<file path="config.mk">
export PLATFORM = sky130hd
export DESIGN_NAME = vct_ram
export DESIGN_NICKNAME = d
export VERILOG_FILES = /design/src/rtl/vector_clock_tracker_defines.svh /design/src/rtl/vct_ram.sv
export SDC_FILE = /design/constraint.sdc
export NUM_CORES = 2
export LEC_CHECK = 0
export BUFFER_PORTS_ARGS = -buffer_cell sky130_fd_sc_hd__buf_2
export CORE_MARGIN = 5
export CORE_UTILIZATION = 40
export CTS_CLUSTER_DIAMETER = 200
export DETAILED_ROUTE_END_ITERATION = 10
export HOLD_SLACK_MARGIN = 0.02
export SLEW_MARGIN = 20
export SYNTH_ARGS = -nofsm -noshare
export SYNTH_HDL_FRONTEND = slang
export SYNTH_SLANG_ARGS = --single-unit
export TNS_END_PERCENT = 50
</file>
<file path="constraint.sdc">
create_clock -name clk -period 7.4 [get_ports clk]
set_input_delay 0.37 -clock clk [delete_from_list [all_inputs] [get_ports clk]]
set_output_delay 0.37 -clock clk [all_outputs]
set_load 0.01 [all_outputs]
</file>
<file path="src/rtl/vector_clock_tracker_defines.svh">
// ----------------------------------------------------------------------------
// Vector clock tracker assertion macros
// Concurrent assertion helpers shared by the RTL; empty in synthesis builds.
// ----------------------------------------------------------------------------
`ifndef VECTOR_CLOCK_TRACKER_DEFINES_SVH
`define VECTOR_CLOCK_TRACKER_DEFINES_SVH

`ifndef SYNTHESIS
// The consequent must hold in the same cycle as the antecedent.
`define VCT_ASSERT_IMP(label, clk, rst_n, ante, cons) \
    label: assert property (@(posedge clk) disable iff (!rst_n) (ante) |-> (cons)) \
        else $error("vector clock tracker assertion failed");
// The consequent must hold in the cycle after the antecedent.
`define VCT_ASSERT_NXT(label, clk, rst_n, ante, cons) \
    label: assert property (@(posedge clk) disable iff (!rst_n) (ante) |=> (cons)) \
        else $error("vector clock tracker assertion failed");
`else
`define VCT_ASSERT_IMP(label, clk, rst_n, ante, cons)
`define VCT_ASSERT_NXT(label, clk, rst_n, ante, cons)
`endif

`endif

</file>
<file path="src/rtl/vct_ram.sv">
// ----------------------------------------------------------------------------
// Vector clock tracker RAM
// Simple dual-port synchronous RAM with a registered, enabled read port.
// ----------------------------------------------------------------------------
module vct_ram #(
    parameter int DEPTH = 64,
    parameter int WIDTH = 32,
    parameter int AW    = (DEPTH > 1) ? $clog2(DEPTH) : 1
) (
    input  logic             clk,
    input  logic             we,
    input  logic [AW-1:0]    waddr,
    input  logic [WIDTH-1:0] wdata,
    input  logic             re,
    input  logic [AW-1:0]    raddr,
    output logic [WIDTH-1:0] rdata
);

    logic [WIDTH-1:0] mem [DEPTH];

    always_ff @(posedge clk)
    begin
        if (we)
        begin
            mem[waddr] <= wdata;
        end
    end

    always_ff @(posedge clk)
    begin
        if (re)
        begin
            rdata <= mem[raddr];
        end
    end

endmodule

</file>
**Word-level counts from Yosys, hierarchy flattened**

Memories as Yosys holds them, arrays and structs flattened. A register that Yosys moved wholly into a read port is not among the register bits.
Cells that the tools add are included.

- Muxes and demuxes: 2

Operator list:

| operator | number |
|---|---|
| 2-to-1 mux 1 bit | 2 |

- Bits in registers: 0
- Bits in writable memories: 2048
- Bits of input ports: 47
- Output and inout port bits: 32
- Logic and storage cells: 3
- Memories kept: 1

Memories:

| memory | words | width | read ports | clocked after Yosys merged registers in | wr ports | RTL line | text |
|---|---|---|---|---|---|---|---|
| mem | 64 | 32 | 1 | 1 | 1 | vct_ram.sv:19 | `logic [WIDTH-1:0] mem [DEPTH];` |

**Logic depth before layout (Yosys ltp)**

- Depth after elaboration: 2
- Mapped depth: 10
- Depth with buffers taken out: 5

**Least setup slack after synthesis**

Ideal clock, no wire load.

- Kind: in2reg
- Start: input waddr[3]
- End: memory mem[48][0], enable pin
- Library setup time: 461 ps
- Data arrival time: 3069 ps
- Data required time: 6939 ps
- Setup slack: 3870 ps
- Stages on the path: 4
- Buffers on the path: 1
- Cell sequence: clkbuf_1 -> nor2b_1 -> nand4b_1 -> nor3_1

RTL lines:

| what | RTL line | text |
|---|---|---|
| start: declaration | vct_ram.sv:12 | `input logic [AW-1:0] waddr,` |
| end: declaration | vct_ram.sv:19 |  |

Straight into the memory's write port.

==> results_dict.tcl <==
set metrics [dict create \
    status "complete, no violations" \
    syn2layout_area_growth_pct 13.9 \
    ys_top_cells_by_count "edfxtp_1 (2,080), mux4_2 (544), nor2_1 (137), mux2i_1 (93), o22ai_1 (84)" \
    die_height_um 454 \
    critPathKind "in2reg" \
    htree_levels 4 \
    grt_first_pass_wirelength_um 286000 \
    layout-drive-gt1-share_pct 29.4 \
    grt_use_total_pct 19.7 \
    ys.flop_type "edfxtp_1" \
    worst_setup_path_end_kind "register" \
    slowest_stage "o22ai_1" \
    synthesis.area_sq_um 78800 \
    first_pass_iters 6 \
    grt_max_degree 96 \
    syn_inst 3324 \
    cpMostUsedCell "mux4_2" \
    synth_cell_type_count 33 \
    synth_nets 3371 \
    period_needed_ps 3250 \
    setup_ws_ps 4150 \
    hold_viol 0 \
    maxSlewHeadroom_pct 22.6 \
    die-area_sq_um 206000 \
    cts_resized 0 \
    fin_skew_ps 33.7 \
    clockBufferDepth 3 \
    dp.cells 5981 \
    grt_pass1_vias 36900 \
    synth_edf_count 2080 \
    setup_violations 0 \
    cts_buffers 202 \
    die_w_um 454 \
    yosys.area.top_type "edfxtp_1" \
    rsz0062_at_grt "false" \
    synth_area_leaders "edfxtp_1 (79%), mux4_2 (16%), mux2i_1 (1.2%), o22ai_1 (0.67%), nor2_1 (0.65%)" \
    yosysSeqAreaShare_pct 79.2 \
    avgViaCountPerCell 5.75 \
    yosysMostFrequentCell "edfxtp_1" \
    drtAntennaViolNets 0 \
    routed.top_layer "met5" \
    synth_area_per_cell_sq_um 23.7 \
    clkSlewWorstSetupHoldPaths_ps 60 \
    crit_fanout 76 \
    wl_met1_um 81200 \
    arrival_ps 3810 \
    met3_length_um 16000 \
    core_region_area_sq_um 197000 \
    overflow 0 \
    fin_nets 3594 \
    yosys.area.top_type_share_pct 79.2 \
    dp_hpwl_um 108000 \
    gp_congestion 0.790 \
    numClockSinks 2080 \
    cp_slowest_stage_delay_ps 780 \
    p_per_area_nw_per_um2 271 \
    maxCapViolCount 0 \
    fin_total_pwr_mw 24.4 \
    final_cells 6367 \
    fmax_ghz 0.308 \
    rows 163 \
    crit_required_ps 7960 \
    routed_wl_um 203000 \
    n_fill_cell 16200 \
    drtIter0Drc 4407 \
    finalSetupTns_ps 0 \
    period_share_pct 43.9 \
    start_util_pct 40.1 \
    hp-class "in2reg" \
    ir_drop_uv 270 \
    tritoncts "yes" \
    cts_root_buf "clkbuf_16" \
    routed-via-count 36600 \
    dp_slack_ps 3210 \
    clk_latency_ps 850 \
    route.detailed.drc 0 \
    slew_violations 0 \
    grt_antenna_before_repair 19 \
    wl_met2_um 99200 \
    wl_per_cell_um 31.9 \
    worstMarginPinSlew_ps 1160 \
    leakage_nw 27.6 \
    synth_seq_cells 2080 \
    yosysWarnings 0 \
    io_buffers 78 \
    boundaryPins 79 \
    worstPathCellList "buf_8, buf_12, mux4_2, mux4_2, o22ai_1, nor2_1" \
    startpoint_type "input pin" \
    ys_async_sr_fraction_pct 0 \
]
cell type report:
cell class / instances / area (sq um) / area share, %
antenna: 4 / 10.0 / 0.0112
clock buffer: 236 / 5200 / 5.80
clock inverter: 144 / 1310 / 1.46
multi-input combinational: 1062 / 16000 / 17.8
sequential: 2080 / 62500 / 69.6
tap: 2640 / 3300 / 3.68
timing repair buffer: 201 / 1520 / 1.69
sequential cells by signal (all words and copies together) (netlist names):
name   cells
rdata     32
mem     2048
path summary, 6_finish.rpt:
kind / start / endpoint / slack (ps) / cells past startpoint
min reg2reg: mem[12][8] / rdata[8] / 860 / 4
min: wdata[9] / mem[13][9] / 70 / 1
max: raddr[0] / rdata[14] / 4150 / 6
max reg2reg: mem[59][14] / rdata[14] / 4850 / 4
what timing repair did:
action,in CTS,in global routing
hold buffers,0,1
setup buffers,0,0
endpoints found under the hold margin,0,16
layout by cell type (no fill, tap or decap), types with 4 or more instances in the layout:
cell,Yosys,final
a21oi_1,62,61
a22oi_1,12,12
a311oi_1,8,8
a41o_1,4,4
and3_1,4,4
buf_12,0,10
buf_2,57,59
buf_4,25,127
bufinv_16,0,17
clkbuf_1,74,33
clkbuf_16,0,203
clkinv_1,0,65
clkinv_16,0,4
clkinv_2,0,38
clkinv_8,0,4
clkinvlp_4,0,7
diode_2,0,4
edfxtp_1,2080,2080
inv_16,0,4
mux2i_1,93,93
mux4_2,544,544
nand2_1,26,26
nand2b_1,8,7
nand3_1,5,5
nand3b_1,5,5
nor2_1,137,75
nor2_4,0,62
nor2b_1,15,15
nor3_1,7,5
o221ai_1,27,27
o22ai_1,84,84
o32ai_1,4,4
cell families (layout without fill, tap and decap cells):
family          count (synthesis)  after routing  synth area share [%]
compound gates                202            202                  1.67
buf+inv                       182            581                  1.12
flops                        2080           2080                  79.2
mux                           637            637                  16.7
other cells                     0              4                     0
simple gates                  223            223                  1.26
stage by stage:
| step | hold slack [ps] | util (%) | cell area (sq um) |
|---|---|---|---|
| 6_report | 67.1 | 45.7 | 89800 |
| 5_1_grt | 56.4 | 45.7 | 89800 |
| 4_1_cts | 71.7 | 45.6 | 89700 |
| 3_5_place_dp | 795 | 42.3 | 83200 |
| 3_3_place_gp | 809 | 42.3 | 83200 |
| 2_1_floorplan | 469 | - | 78800 |
routing by layer:
metal	vias to the layer above	global-route usage [%]
li1	14800	-
met1	20000	27.0
met2	1529	32.1
met3	300	3.99
met4	12	5.91
met5	-	0
where the power goes:
group          switching (mW)  total, mW  internal [mW]
registers              0.0462       13.1           13.1
clock network            4.41       10.1           5.65
logic                   0.747       1.17          0.425
critical path, delay by kind of cell:
family,cells,cell delay (ps)
buffers and inverters,2,1120
AND/OR/NAND/NOR,1,100
multiplexers,2,1090
AO/OA/AOI/OAI,1,780
Power figures use the tool's default switching activity.
