### config.mk
export PLATFORM = sky130hd
export DESIGN_NAME = vct_join
export DESIGN_NICKNAME = d
export VERILOG_FILES = /design/src/rtl/vector_clock_tracker_defines.svh /design/src/rtl/vct_pkg.sv /design/src/rtl/vct_join.sv
export SDC_FILE = /design/constraint.sdc
export NUM_CORES = 1
export LEC_CHECK = 0
export ABC_AREA = 1
export BUFFER_PORTS_ARGS = -buffer_cell sky130_fd_sc_hd__buf_2
export CAP_MARGIN = 40
export CELL_PAD_IN_SITES_DETAIL_PLACEMENT = 1
export CELL_PAD_IN_SITES_GLOBAL_PLACEMENT = 1
export CORE_ASPECT_RATIO = 1.2
export CORE_MARGIN = 2
export CORE_UTILIZATION = 34
export DETAILED_ROUTE_END_ITERATION = 8
export GPL_ROUTABILITY_DRIVEN = 1
export MAX_ROUTING_LAYER = met4
export PLACE_DENSITY_LB_ADDON = 0.1
export SLEW_MARGIN = 20
export SYNTH_ARGS = -nofsm -noshare
export SYNTH_HDL_FRONTEND = slang
export SYNTH_SLANG_ARGS = --single-unit
### constraint.sdc
create_clock -name vclk -period 4
set_clock_uncertainty 0.15 [all_clocks]
set_input_delay 0 -clock vclk [all_inputs]
set_output_delay 0 -clock vclk [all_outputs]
set_load 0.01 [all_outputs]
### src/rtl/vector_clock_tracker_defines.svh
// ----------------------------------------------------------------------------
// Vector clock tracker assertion macros
// Concurrent assertion helpers shared by the RTL; empty in synthesis builds.
// ----------------------------------------------------------------------------
`ifndef VECTOR_CLOCK_TRACKER_DEFINES_SVH
`define VECTOR_CLOCK_TRACKER_DEFINES_SVH

`ifndef SYNTHESIS
// The consequent must hold in the same cycle as the antecedent.
`define VCT_ASSERT_IMP(label, clk, rst_n, ante, cons) \
    label: assert property (@(posedge clk) disable iff (!rst_n) (ante) |-> (cons)) \
        else $error("vector clock tracker assertion failed");
// The consequent must hold in the cycle after the antecedent.
`define VCT_ASSERT_NXT(label, clk, rst_n, ante, cons) \
    label: assert property (@(posedge clk) disable iff (!rst_n) (ante) |=> (cons)) \
        else $error("vector clock tracker assertion failed");
`else
`define VCT_ASSERT_IMP(label, clk, rst_n, ante, cons)
`define VCT_ASSERT_NXT(label, clk, rst_n, ante, cons)
`endif

`endif

### src/rtl/vct_pkg.sv
// ----------------------------------------------------------------------------
// Vector clock tracker package
// Sizes, command codes, types and helpers shared by the tracker RTL.
// ----------------------------------------------------------------------------
package vct_pkg;

    localparam int NUM_THREADS = 8;
    localparam int NUM_LOCKS   = 16;
    localparam int CLOCK_BITS  = 32;

    // Fixed field widths of the event and result items.
    localparam int CMD_W   = 2;
    localparam int TID_W   = 3;
    localparam int LID_W   = 4;
    localparam int EIDX_W  = 3;
    localparam int VALUE_W = 32;

    localparam int ELEM_W     = (NUM_THREADS > 1) ? $clog2(NUM_THREADS) : 1;
    localparam int CNT_W      = $clog2(NUM_THREADS + 1);
    localparam int LROW_W     = (NUM_LOCKS > 1) ? $clog2(NUM_LOCKS) : 1;
    localparam int THR_DEPTH  = NUM_THREADS * NUM_THREADS;
    localparam int LOCK_DEPTH = NUM_LOCKS * NUM_THREADS;
    localparam int THR_AW     = (THR_DEPTH > 1) ? $clog2(THR_DEPTH) : 1;
    localparam int LOCK_AW    = (LOCK_DEPTH > 1) ? $clog2(LOCK_DEPTH) : 1;

    localparam logic [CMD_W-1:0] CMD_ACCESS  = 2'd0;
    localparam logic [CMD_W-1:0] CMD_ACQUIRE = 2'd1;
    localparam logic [CMD_W-1:0] CMD_RELEASE = 2'd2;

    typedef logic [CLOCK_BITS-1:0] clock_t;

    localparam clock_t CLOCK_MAX = '1;
    localparam clock_t CLOCK_ONE = clock_t'(1);

    // Control from the sequencer to the datapath and memories.
    typedef struct packed {
        logic              issue;
        logic [ELEM_W-1:0] issue_elem;
        logic              adv;
        logic [ELEM_W-1:0] rd_elem;
        logic              is_last;
        logic              err_load;
        logic [CMD_W-1:0]  cmd;
        logic [ELEM_W-1:0] tid_row;
        logic [LROW_W-1:0] lid_row;
        logic              tval;
        logic              lval;
    } vct_ctl_t;

    // Low bits of a component as carried on the result channel.
    function automatic logic [VALUE_W-1:0] to_out(clock_t v);
        logic [63:0] w;
        w = 64'(v);
        return w[VALUE_W-1:0];
    endfunction

    function automatic clock_t clock_max(clock_t a, clock_t b);
        return (a > b) ? a : b;
    endfunction

endpackage

### src/rtl/vct_join.sv
// ----------------------------------------------------------------------------
// Vector clock tracker join unit
// Per-component update: own increment with saturation, then acquire or
// release merge by maximum.
// ----------------------------------------------------------------------------
module vct_join import vct_pkg::*; (
    input  logic [CMD_W-1:0] cmd,
    input  logic             own,
    input  logic             tval,
    input  logic             lval,
    input  clock_t           thr_rdata,
    input  clock_t           lock_rdata,
    output clock_t           thr_new,
    output clock_t           lock_new
);

    clock_t thr_cur;
    clock_t lock_cur;
    clock_t thr_inc;

    always_comb
    begin
        // Rows never written take their reset values here in place of the RAM data.
        thr_cur  = tval ? thr_rdata : CLOCK_ONE;
        lock_cur = lval ? lock_rdata : '0;

        if (own && (thr_cur != CLOCK_MAX))
        begin
            thr_inc = thr_cur + CLOCK_ONE;
        end
        else
        begin
            thr_inc = thr_cur;
        end

        case (cmd)
            CMD_ACCESS:  thr_new = thr_inc;
            CMD_ACQUIRE: thr_new = clock_max(thr_inc, lock_cur);
            default:     thr_new = thr_inc;
        endcase

        lock_new = clock_max(thr_inc, lock_cur);
    end

endmodule

* Word level (Yosys, flattened, before mapping)
Index checks and enable logic that the tools add are counted.
** Operators by class
- Multiply operators :: 0
- Bitwise operators :: 0
- Equality and inequality tests :: 2
- Div/mod/pow operators :: 0
- Multiplexer cells :: 5
- Shift operators :: 0
- $add $sub $neg :: 1
- Reductions and logical operators :: 1
- Magnitude comparators :: 1
** Operators with widths (number)
- 2-to-1 mux 32 bit :: 5
- adder 32 x 1 -> 32 bit, second input constant :: 1
- greater-than comparator 32 bit :: 1
- != test 32 bit, second input constant :: 1
- equality test 2 x 1 -> 1 bit, second input constant :: 1
- logical AND 1 bit :: 1
** Word-level totals
- Bits in writable memories :: 0
- Bits in latches :: 0
- Bits of input ports :: 69
- Memories :: 0
- Logic and storage cells :: 10
- Register bits after elaboration :: 0
- Memory bits (read-only) :: 0
- Output and inout port bits :: 64

* Longest topological paths before layout
Gate-level depths: netlist (run 1).
- Depth in word-level cells :: 7
- Depth in mapped cells :: 35

* Worst setup path before layout (run 1)
Ideal clock, no wire load.
- Path type :: input-to-output
- From :: in tval
- To :: out thr_new[20]
- Arrival :: 3.599 ns
- Path slack :: 0.251 ns
- Stages on the path :: 30
- Required time :: 3.850 ns
- Path buffers :: 6
- Cell sequence :: buf_6 buf_6 buf_2 buf_2 nand2_1 inv_1 ha_1 nand2_1 nor2_4 nand2_2 nor2_4 nand2_4 nand2_8 inv_2 buf_6 a21oi_2 inv_1 ha_1 nand2_1 nor2_1 and2_1 inv_1 nor2_1 nand3_1 nand2_1 buf_2 nand2_1 nand2_2 nand2_1 nand2_1
** Between the ends
- Cells in the longest elaborated chain, start to end :: 7
- Elaborated cells on any way between the ends :: 8
- Classes of those cells :: add/sub: 1; order compare: 1; eq/ne: 1; mux: 4; reduce/logical: 1
** RTL lines
- start: declaration :: RTL line vct_join.sv:9 : input logic tval,
- 2-to-1 mux 32 bit (*) :: RTL line vct_join.sv:24 : thr_cur = tval ? thr_rdata : CLOCK_ONE;
- parallel branches: the longest is 2 deep, another holds adder 32 x 1 -> 32 bit
- 2-to-1 mux 32 bit (*) :: RTL line vct_join.sv:27 : if (own && (thr_cur != CLOCK_MAX))
- greater-than comparator 32 bit
- 2-to-1 mux 32 bit (*)
- via lock_new[20] :: RTL line vct_join.sv:14 : output clock_t lock_new
- 2-to-1 mux 32 bit (*) :: RTL line vct_join.sv:36 : case (cmd)
- end: declaration :: RTL line vct_join.sv:13 : output clock_t thr_new,
Mark *: on every way through the listed nets, which the timed path passes.

* Worst setup path after layout (run 1)
- From :: in tval
- To :: out thr_new[27]
** Between the ends
- Cells in the longest elaborated chain, start to end :: 7
- Elaborated cells on any way between the ends :: 8
- Classes of those cells :: add/sub: 1; order compare: 1; eq/ne: 1; mux: 4; reduce/logical: 1
** RTL lines
- 2-to-1 mux 32 bit (*) :: RTL line vct_join.sv:24
- parallel branches: the longest is 2 deep, another holds adder 32 x 1 -> 32 bit
- 2-to-1 mux 32 bit (*) :: RTL line vct_join.sv:27
- greater-than comparator 32 bit :: RTL line vct_pkg.sv:58 : return (a > b) ? a : b;
- 2-to-1 mux 32 bit :: RTL line vct_pkg.sv:58
- 2-to-1 mux 32 bit (*) :: RTL line vct_join.sv:36
Every way passes the cells marked *.

==> impl_metrics.yaml, run 1 <==
synthesis:
  syn_area_sq_um: 3870
  seq_area_frac_synth: 0
  synth_cells: 791
  ys_types: 34
  yosysWarningCount: 0
  avgSynthCellArea_sq_um: 4.90
  synth_nets: 893
timing:
  final.setup.worst_slack_ns: 0.262
  slew_headroom: 0.610
  worst_hold_slack_ns: 0.294
  finalSetupViolCount: 0
  slew_violations: 0
  period_share: 0.935
  worst_pin_slew_ns: 0.585
  min_period_ns: 3.74
  fmax_ghz: 0.267
  hold_viol: 0
run:
  maxCapViolations: 0
global_routing:
  grt_start_max_net_pins: 45
  grt_pass1_vias: 5274
  antenna_found_initial: 0
  grtUsageTotal: 0.253
  grt_pass1_wl_um: 24900
  grt-ovfl-total: 0
worst_setup_path:
  cp_max_fo: 17
  path_class: "in -> out"
  crit_arrival_ns: 3.59
  required_ns: 3.85
  worst_setup_path_start_kind: "input pin"
  cp-end-kind: "output port"
finish:
  fin_nets: 1023
  area_delta_synth_final_pct: 25.0
  drive_gt1_frac: 0.243
  clock_buffers: 0
  n_antenna_cell: 0
  seq_cell_count: 0
  regArea_sq_um: 0
detailed_routing:
  first_iter_violations: 206
  vias_per_cell: 4.94
  postRouteWirelength_um: 15700
  avgRoutedWirePerCell_um: 14.6
  ant_nets: 0
  dr_total_vias: 5298
  first_pass_iters: 4
  drc: 0
floorplanning:
  fp.dieW_um: 101
  coreArea_sq_um: 11100
  io_pins: 133
  start_util: 0.349
  die_h_um: 121
  fp.dieArea_sq_um: 12300
  row_count: 42
status:
  outcome: "completed"
placement:
  pre_cts_slack_ns: -0.0929
  io_buffers: 133
  dp_hpwl_um: 13600
  gp_congestion: 0.920
pwr:
  leakagePower_nw: 2.97
  powerDensity_nw_per_um2: 148
  peakVddDrop_v: 0.0000534
  p_total_w: 0.000717
worst_hold_path:
  hold_path.class: "in -> out"
synthesized netlist by cell type:
master,number,area share
and3_1,1,0.0016
buf_2,10,0.013
o21a_1,2,0.0039
nand2_2,24,0.039
nor2_1,74,0.072
or2_2,1,0.0016
buf_6,5,0.015
nor2_4,4,0.012
buf_4,2,0.0039
a21oi_1,20,0.026
nand2_8,1,0.0052
o21ai_1,1,0.0013
o21ai_0,3,0.0039
nor2_2,4,0.0065
inv_2,1,0.00097
clkbuf_1,10,0.0097
nand3_1,85,0.11
nand3b_1,6,0.012
a21o_1,1,0.0019
ha_1,33,0.11
nand2_4,1,0.0029
xnor2_1,1,0.0023
nand3_2,11,0.028
a21oi_2,5,0.011
and2_1,28,0.045
clkinv_1,1,0.00097
buf_1,1,0.00097
buf_12,1,0.0052
nand4_1,8,0.013
nand2_1,338,0.33
nor3_1,4,0.0052
o21bai_1,2,0.0039
xor2_1,8,0.018
inv_1,94,0.091
timing repair:
action | 4_1_cts | 5_1_grt
endpoints found under the hold margin | 0 | 0
resized for setup | 2 | 19
buffers inserted | 0 | 6
hold buffers | 0 | 0
pin swaps | 0 | 3
endpoints found under the setup margin | 45 | 64
cells in the final DEF (no fill, tap or decap), types with 2 or more instances in the layout:
cell and n:
nor2_2 11, xor2_1 8, o21ai_0 3, nand2_8 2
nand3_2 12, nand3_1 84, inv_1 93, buf_2 133
nand4_1 8, buf_4 20, a21oi_4 2, a21oi_1 19
o21a_1 2, nor2_1 67, o21bai_1 2, nand2_2 26
a21oi_2 4, nor2_4 4, ha_1 33, and2_1 27
nand2_1 336, nand3b_1 6, nor3_1 3
worst paths after layout:
kind,depth (start not counted),slack [ns],endpoint,start
worst max-delay path,26,0.26,thr_new[27],tval
worst min-delay path,6,0.29,lock_new[18],lock_rdata[18]
kinds of logic (layout without fill, tap and decap cells):
logic type	count (synthesis)	after routing	synth area share
compound gates	34	34	0.0520
xor+xnor	9	9	0.0204
fa+ha+maj	33	33	0.107
buf+inv	125	253	0.140
simple gates	590	590	0.681
metrics by stage:
stage	std cells	util	instance area [sq um]	setup TNS [ns]
after floorplan	791	-	3870	0
after global placement	1066	0.423	4690	0
after detailed placement	1067	0.426	4720	-2.48
after CTS	1067	0.426	4720	0
after global routing	1073	0.436	4840	-0.0311
final	1073	0.436	4840	0
area by class of cell:
| class | count | area (sq um) |
|---|---|---|
| Inverter | 96 | 365 |
| Tap cell | 154 | 193 |
| Fill cell | 1707 | 6250 |
| Multi-Input combinational cell | 666 | 3390 |
| Timing Repair Buffer | 157 | 890 |
per-layer routing:
metal	track usage	up-vias	routed length, um
li1	-	2710	-
met1	0.319	2462	7080
met2	0.458	114	7890
met3	0.00749	12	495
met4	0.0380	0	244
met5	-	-	0
power breakdown:
part / total, W / switching [W] / leakage, nW / internal [W]
clock: 0 / 0 / 0 / 0
sequential: 0 / 0 / 0 / 0
combinational: 0.000717 / 0.000443 / 2.97 / 0.000274
total: 0.000717 / 0.000443 / 2.97 / 0.000274
critical path, stage by stage:
cell     delay [ns]
buf_2          0.13
buf_4          0.22
nand3_2        0.12
nor2_2         0.22
nand2_2        0.12
nor2_4         0.20
nand2_8        0.13
nand2_8        0.14
buf_6          0.17
nand2_1        0.06
nand2_1        0.13
inv_1          0.08
ha_1           0.30
nand2_1        0.10
nor2_2         0.15
nand4_1        0.10
nor2_2         0.16
nand3_2        0.11
buf_4          0.20
inv_1          0.08
a21oi_2        0.04
buf_4          0.20
nand2_1        0.11
nand3_1        0.10
nand2_1        0.08
buf_2          0.12
Note: power is estimated with default switching activity, not from simulation.
==> run 2, diff against run 1 <==
--- a/config.mk
+++ b/config.mk
@@ -8,11 +8,11 @@
 export ABC_AREA = 1
 export BUFFER_PORTS_ARGS = -buffer_cell sky130_fd_sc_hd__buf_2
 export CAP_MARGIN = 40
-export CELL_PAD_IN_SITES_DETAIL_PLACEMENT = 1
-export CELL_PAD_IN_SITES_GLOBAL_PLACEMENT = 1
+export CELL_PAD_IN_SITES_DETAIL_PLACEMENT = 0
+export CELL_PAD_IN_SITES_GLOBAL_PLACEMENT = 2
 export CORE_ASPECT_RATIO = 1.2
 export CORE_MARGIN = 2
-export CORE_UTILIZATION = 34
+export CORE_UTILIZATION = 24
 export DETAILED_ROUTE_END_ITERATION = 8
 export GPL_ROUTABILITY_DRIVEN = 1
 export MAX_ROUTING_LAYER = met4
==> impl_metrics.yaml, run 2 (same netlist as run 1, synthesis figures left out) <==
status:
  outcome: "completed"
timing:
  finalSetupViolCount: 0
  slew_violations: 0
  period_share: 0.917
  slew_headroom: 0.594
  hold_viol: 0
  min_period_ns: 3.67
  worst_pin_slew_ns: 0.609
  fin_tns_setup_ns: 0
  fmax_ghz: 0.273
pwr:
  combPwrFrac: 1.000
  seqPwrFrac: 0
  pwr-share-clk: 0
  peakVddDrop_v: 0.0000426
  leakagePower_nw: 2.98
  powerDensity_nw_per_um2: 144
  switching_share: 0.616
  internal_power_w: 0.000271
  p_sw_w: 0.000435
worst_hold_path:
  min_from: "lock_rdata[0]"
  hold_end: "lock_new[0]"
  min_delay_path_depth: 5
  hold_path.class: "in -> out"
finish:
  clock_buffers: 0
  final_common_cell: "nand2_1"
  mostFrequentLayoutCells: "nand2_1, buf_2, inv_1"
  regArea_sq_um: 0
  fin_nets: 1019
  drive_gt1_frac: 0.239
  n_antenna_cell: 0
  finish.utilization: 0.312
  seq_cell_count: 0
  area_delta_synth_final_pct: 26.6
worst_setup_path:
  path_class: "in -> out"
  crit_arrival_ns: 3.52
  required_ns: 3.85
  cp-end-kind: "output port"
  max_stage_delay_ns: 0.29
  cp_slowest_cell: "ha_1"
  cp_max_fo: 17
  crit_path_frequent_cell: "nand2_1"
  worst_setup_path_start_kind: "input pin"
global_routing:
  grt-ovfl-total: 0
  busiest_layer: "met2"
  grt_pass1_wl_um: 25300
  use_met3: 0.00359
  grtUsageTotal: 0.185
  grt_pass1_vias: 4977
  grt_start_max_net_pins: 35
  gr-usage-met2: 0.318
  globalRouteMet1Util: 0.250
  antenna_found_initial: 0
floorplanning:
  coreArea_sq_um: 15700
  start_util: 0.247
  fp.dieW_um: 120
  fp.dieArea_sq_um: 17200
  row_count: 50
  io_pins: 133
  die_h_um: 143
detailed_routing:
  drc: 0
  vias_per_cell: 4.55
  avgRoutedWirePerCell_um: 14.1
  dr_total_vias: 5114
  postRouteWirelength_um: 15800
  first_iter_violations: 268
  ant_nets: 0
  first_pass_iters: 4
placement:
  io_buffers: 133
  gp_congestion: 0.882
  dp_hpwl_um: 13600
run:
  maxCapViolations: 0
## run 2: changes by cell type in the layout (fill, tap and decap cells not counted), moves of 2 or more
| cell | previous run | this run |
|---|---|---|
| a21oi_4 | 2 | 0 |
| buf_4 | 20 | 14 |
| nor2_2 | 11 | 9 |
| nor2_4 | 4 | 7 |
## run 2: power groups by stage
stage               Combinational [W]  Clock [W]  Sequential, W
floorplan                    0.000439          0              0
CTS                          0.000704          0              0
finish                       0.000706          0              0
global placement             0.000699          0              0
global route                 0.000802          0              0
detailed placement           0.000701          0              0
## run 2: critical path, delay by kind of cell
kind	cells	cell delay [ns]
adder cells (fa/ha/maj)	2	0.49
AND/OR/NAND/NOR	15	1.46
AO/OA/AOI/OAI	2	0.25
buffers and inverters	11	1.30
## run 2: stage by stage
| stage | worst slack, ns | cell area (sq um) | cells | hold WS, ns | total power, W |
|---|---|---|---|---|---|
| 6_report | 0.332 | 4900 | 1123 | 0.287 | 0.000706 |
| 2_1_floorplan | 0.251 | 3870 | 791 | 0.0683 | 0.000439 |
| 3_5_place_dp | -0.0878 | 4780 | 1120 | 0.293 | 0.000701 |
| 3_3_place_gp | -0.0792 | 4750 | 1119 | 0.300 | 0.000699 |
| 5_1_grt | -0.00675 | 4900 | 1123 | 0.333 | 0.000802 |
| 4_1_cts | 0.000496 | 4780 | 1120 | 0.295 | 0.000704 |
## run 2: metal layers
metal	routed length, um	part of all wire
met1	7440	0.47
met2	7530	0.48
met3	568	0.036
met4	250	0.016
met5	0	0
## run 2: layout make-up
| type | count | area (sq um) |
|---|---|---|
| Fill cell | 1870 | 10800 |
| Inverter | 96 | 365 |
| Multi-Input combinational cell | 666 | 3390 |
| Tap cell | 208 | 260 |
| Timing Repair Buffer | 153 | 890 |
## run 2: timing repair
| item | 4_1_cts | 5_1_grt |
|---|---|---|
| hold buffers | 0 | 0 |
| endpoints found under the setup margin | 34 | 64 |
| pin swaps | 0 | 3 |
| gates cloned | 0 | 1 |
| gates resized for setup | 2 | 22 |
| buffers inserted | 0 | 2 |
## run 2: how the worst max path moves through the flow
| stage | from | endpoint | slack, ns | cells after the start |
|---|---|---|---|---|
| 2_1_floorplan | tval | thr_new[20] | 0.25 | 30 |
| 3_3_place_gp | tval | thr_new[23] | -0.08 | 27 |
| 3_5_place_dp | tval | thr_new[23] | -0.09 | 30 |
| 4_1_cts | tval | thr_new[23] | 0.0005 | 30 |
| 5_1_grt | tval | thr_new[21] | -0.007 | 31 |
| 6_report | tval | thr_new[23] | 0.33 | 30 |
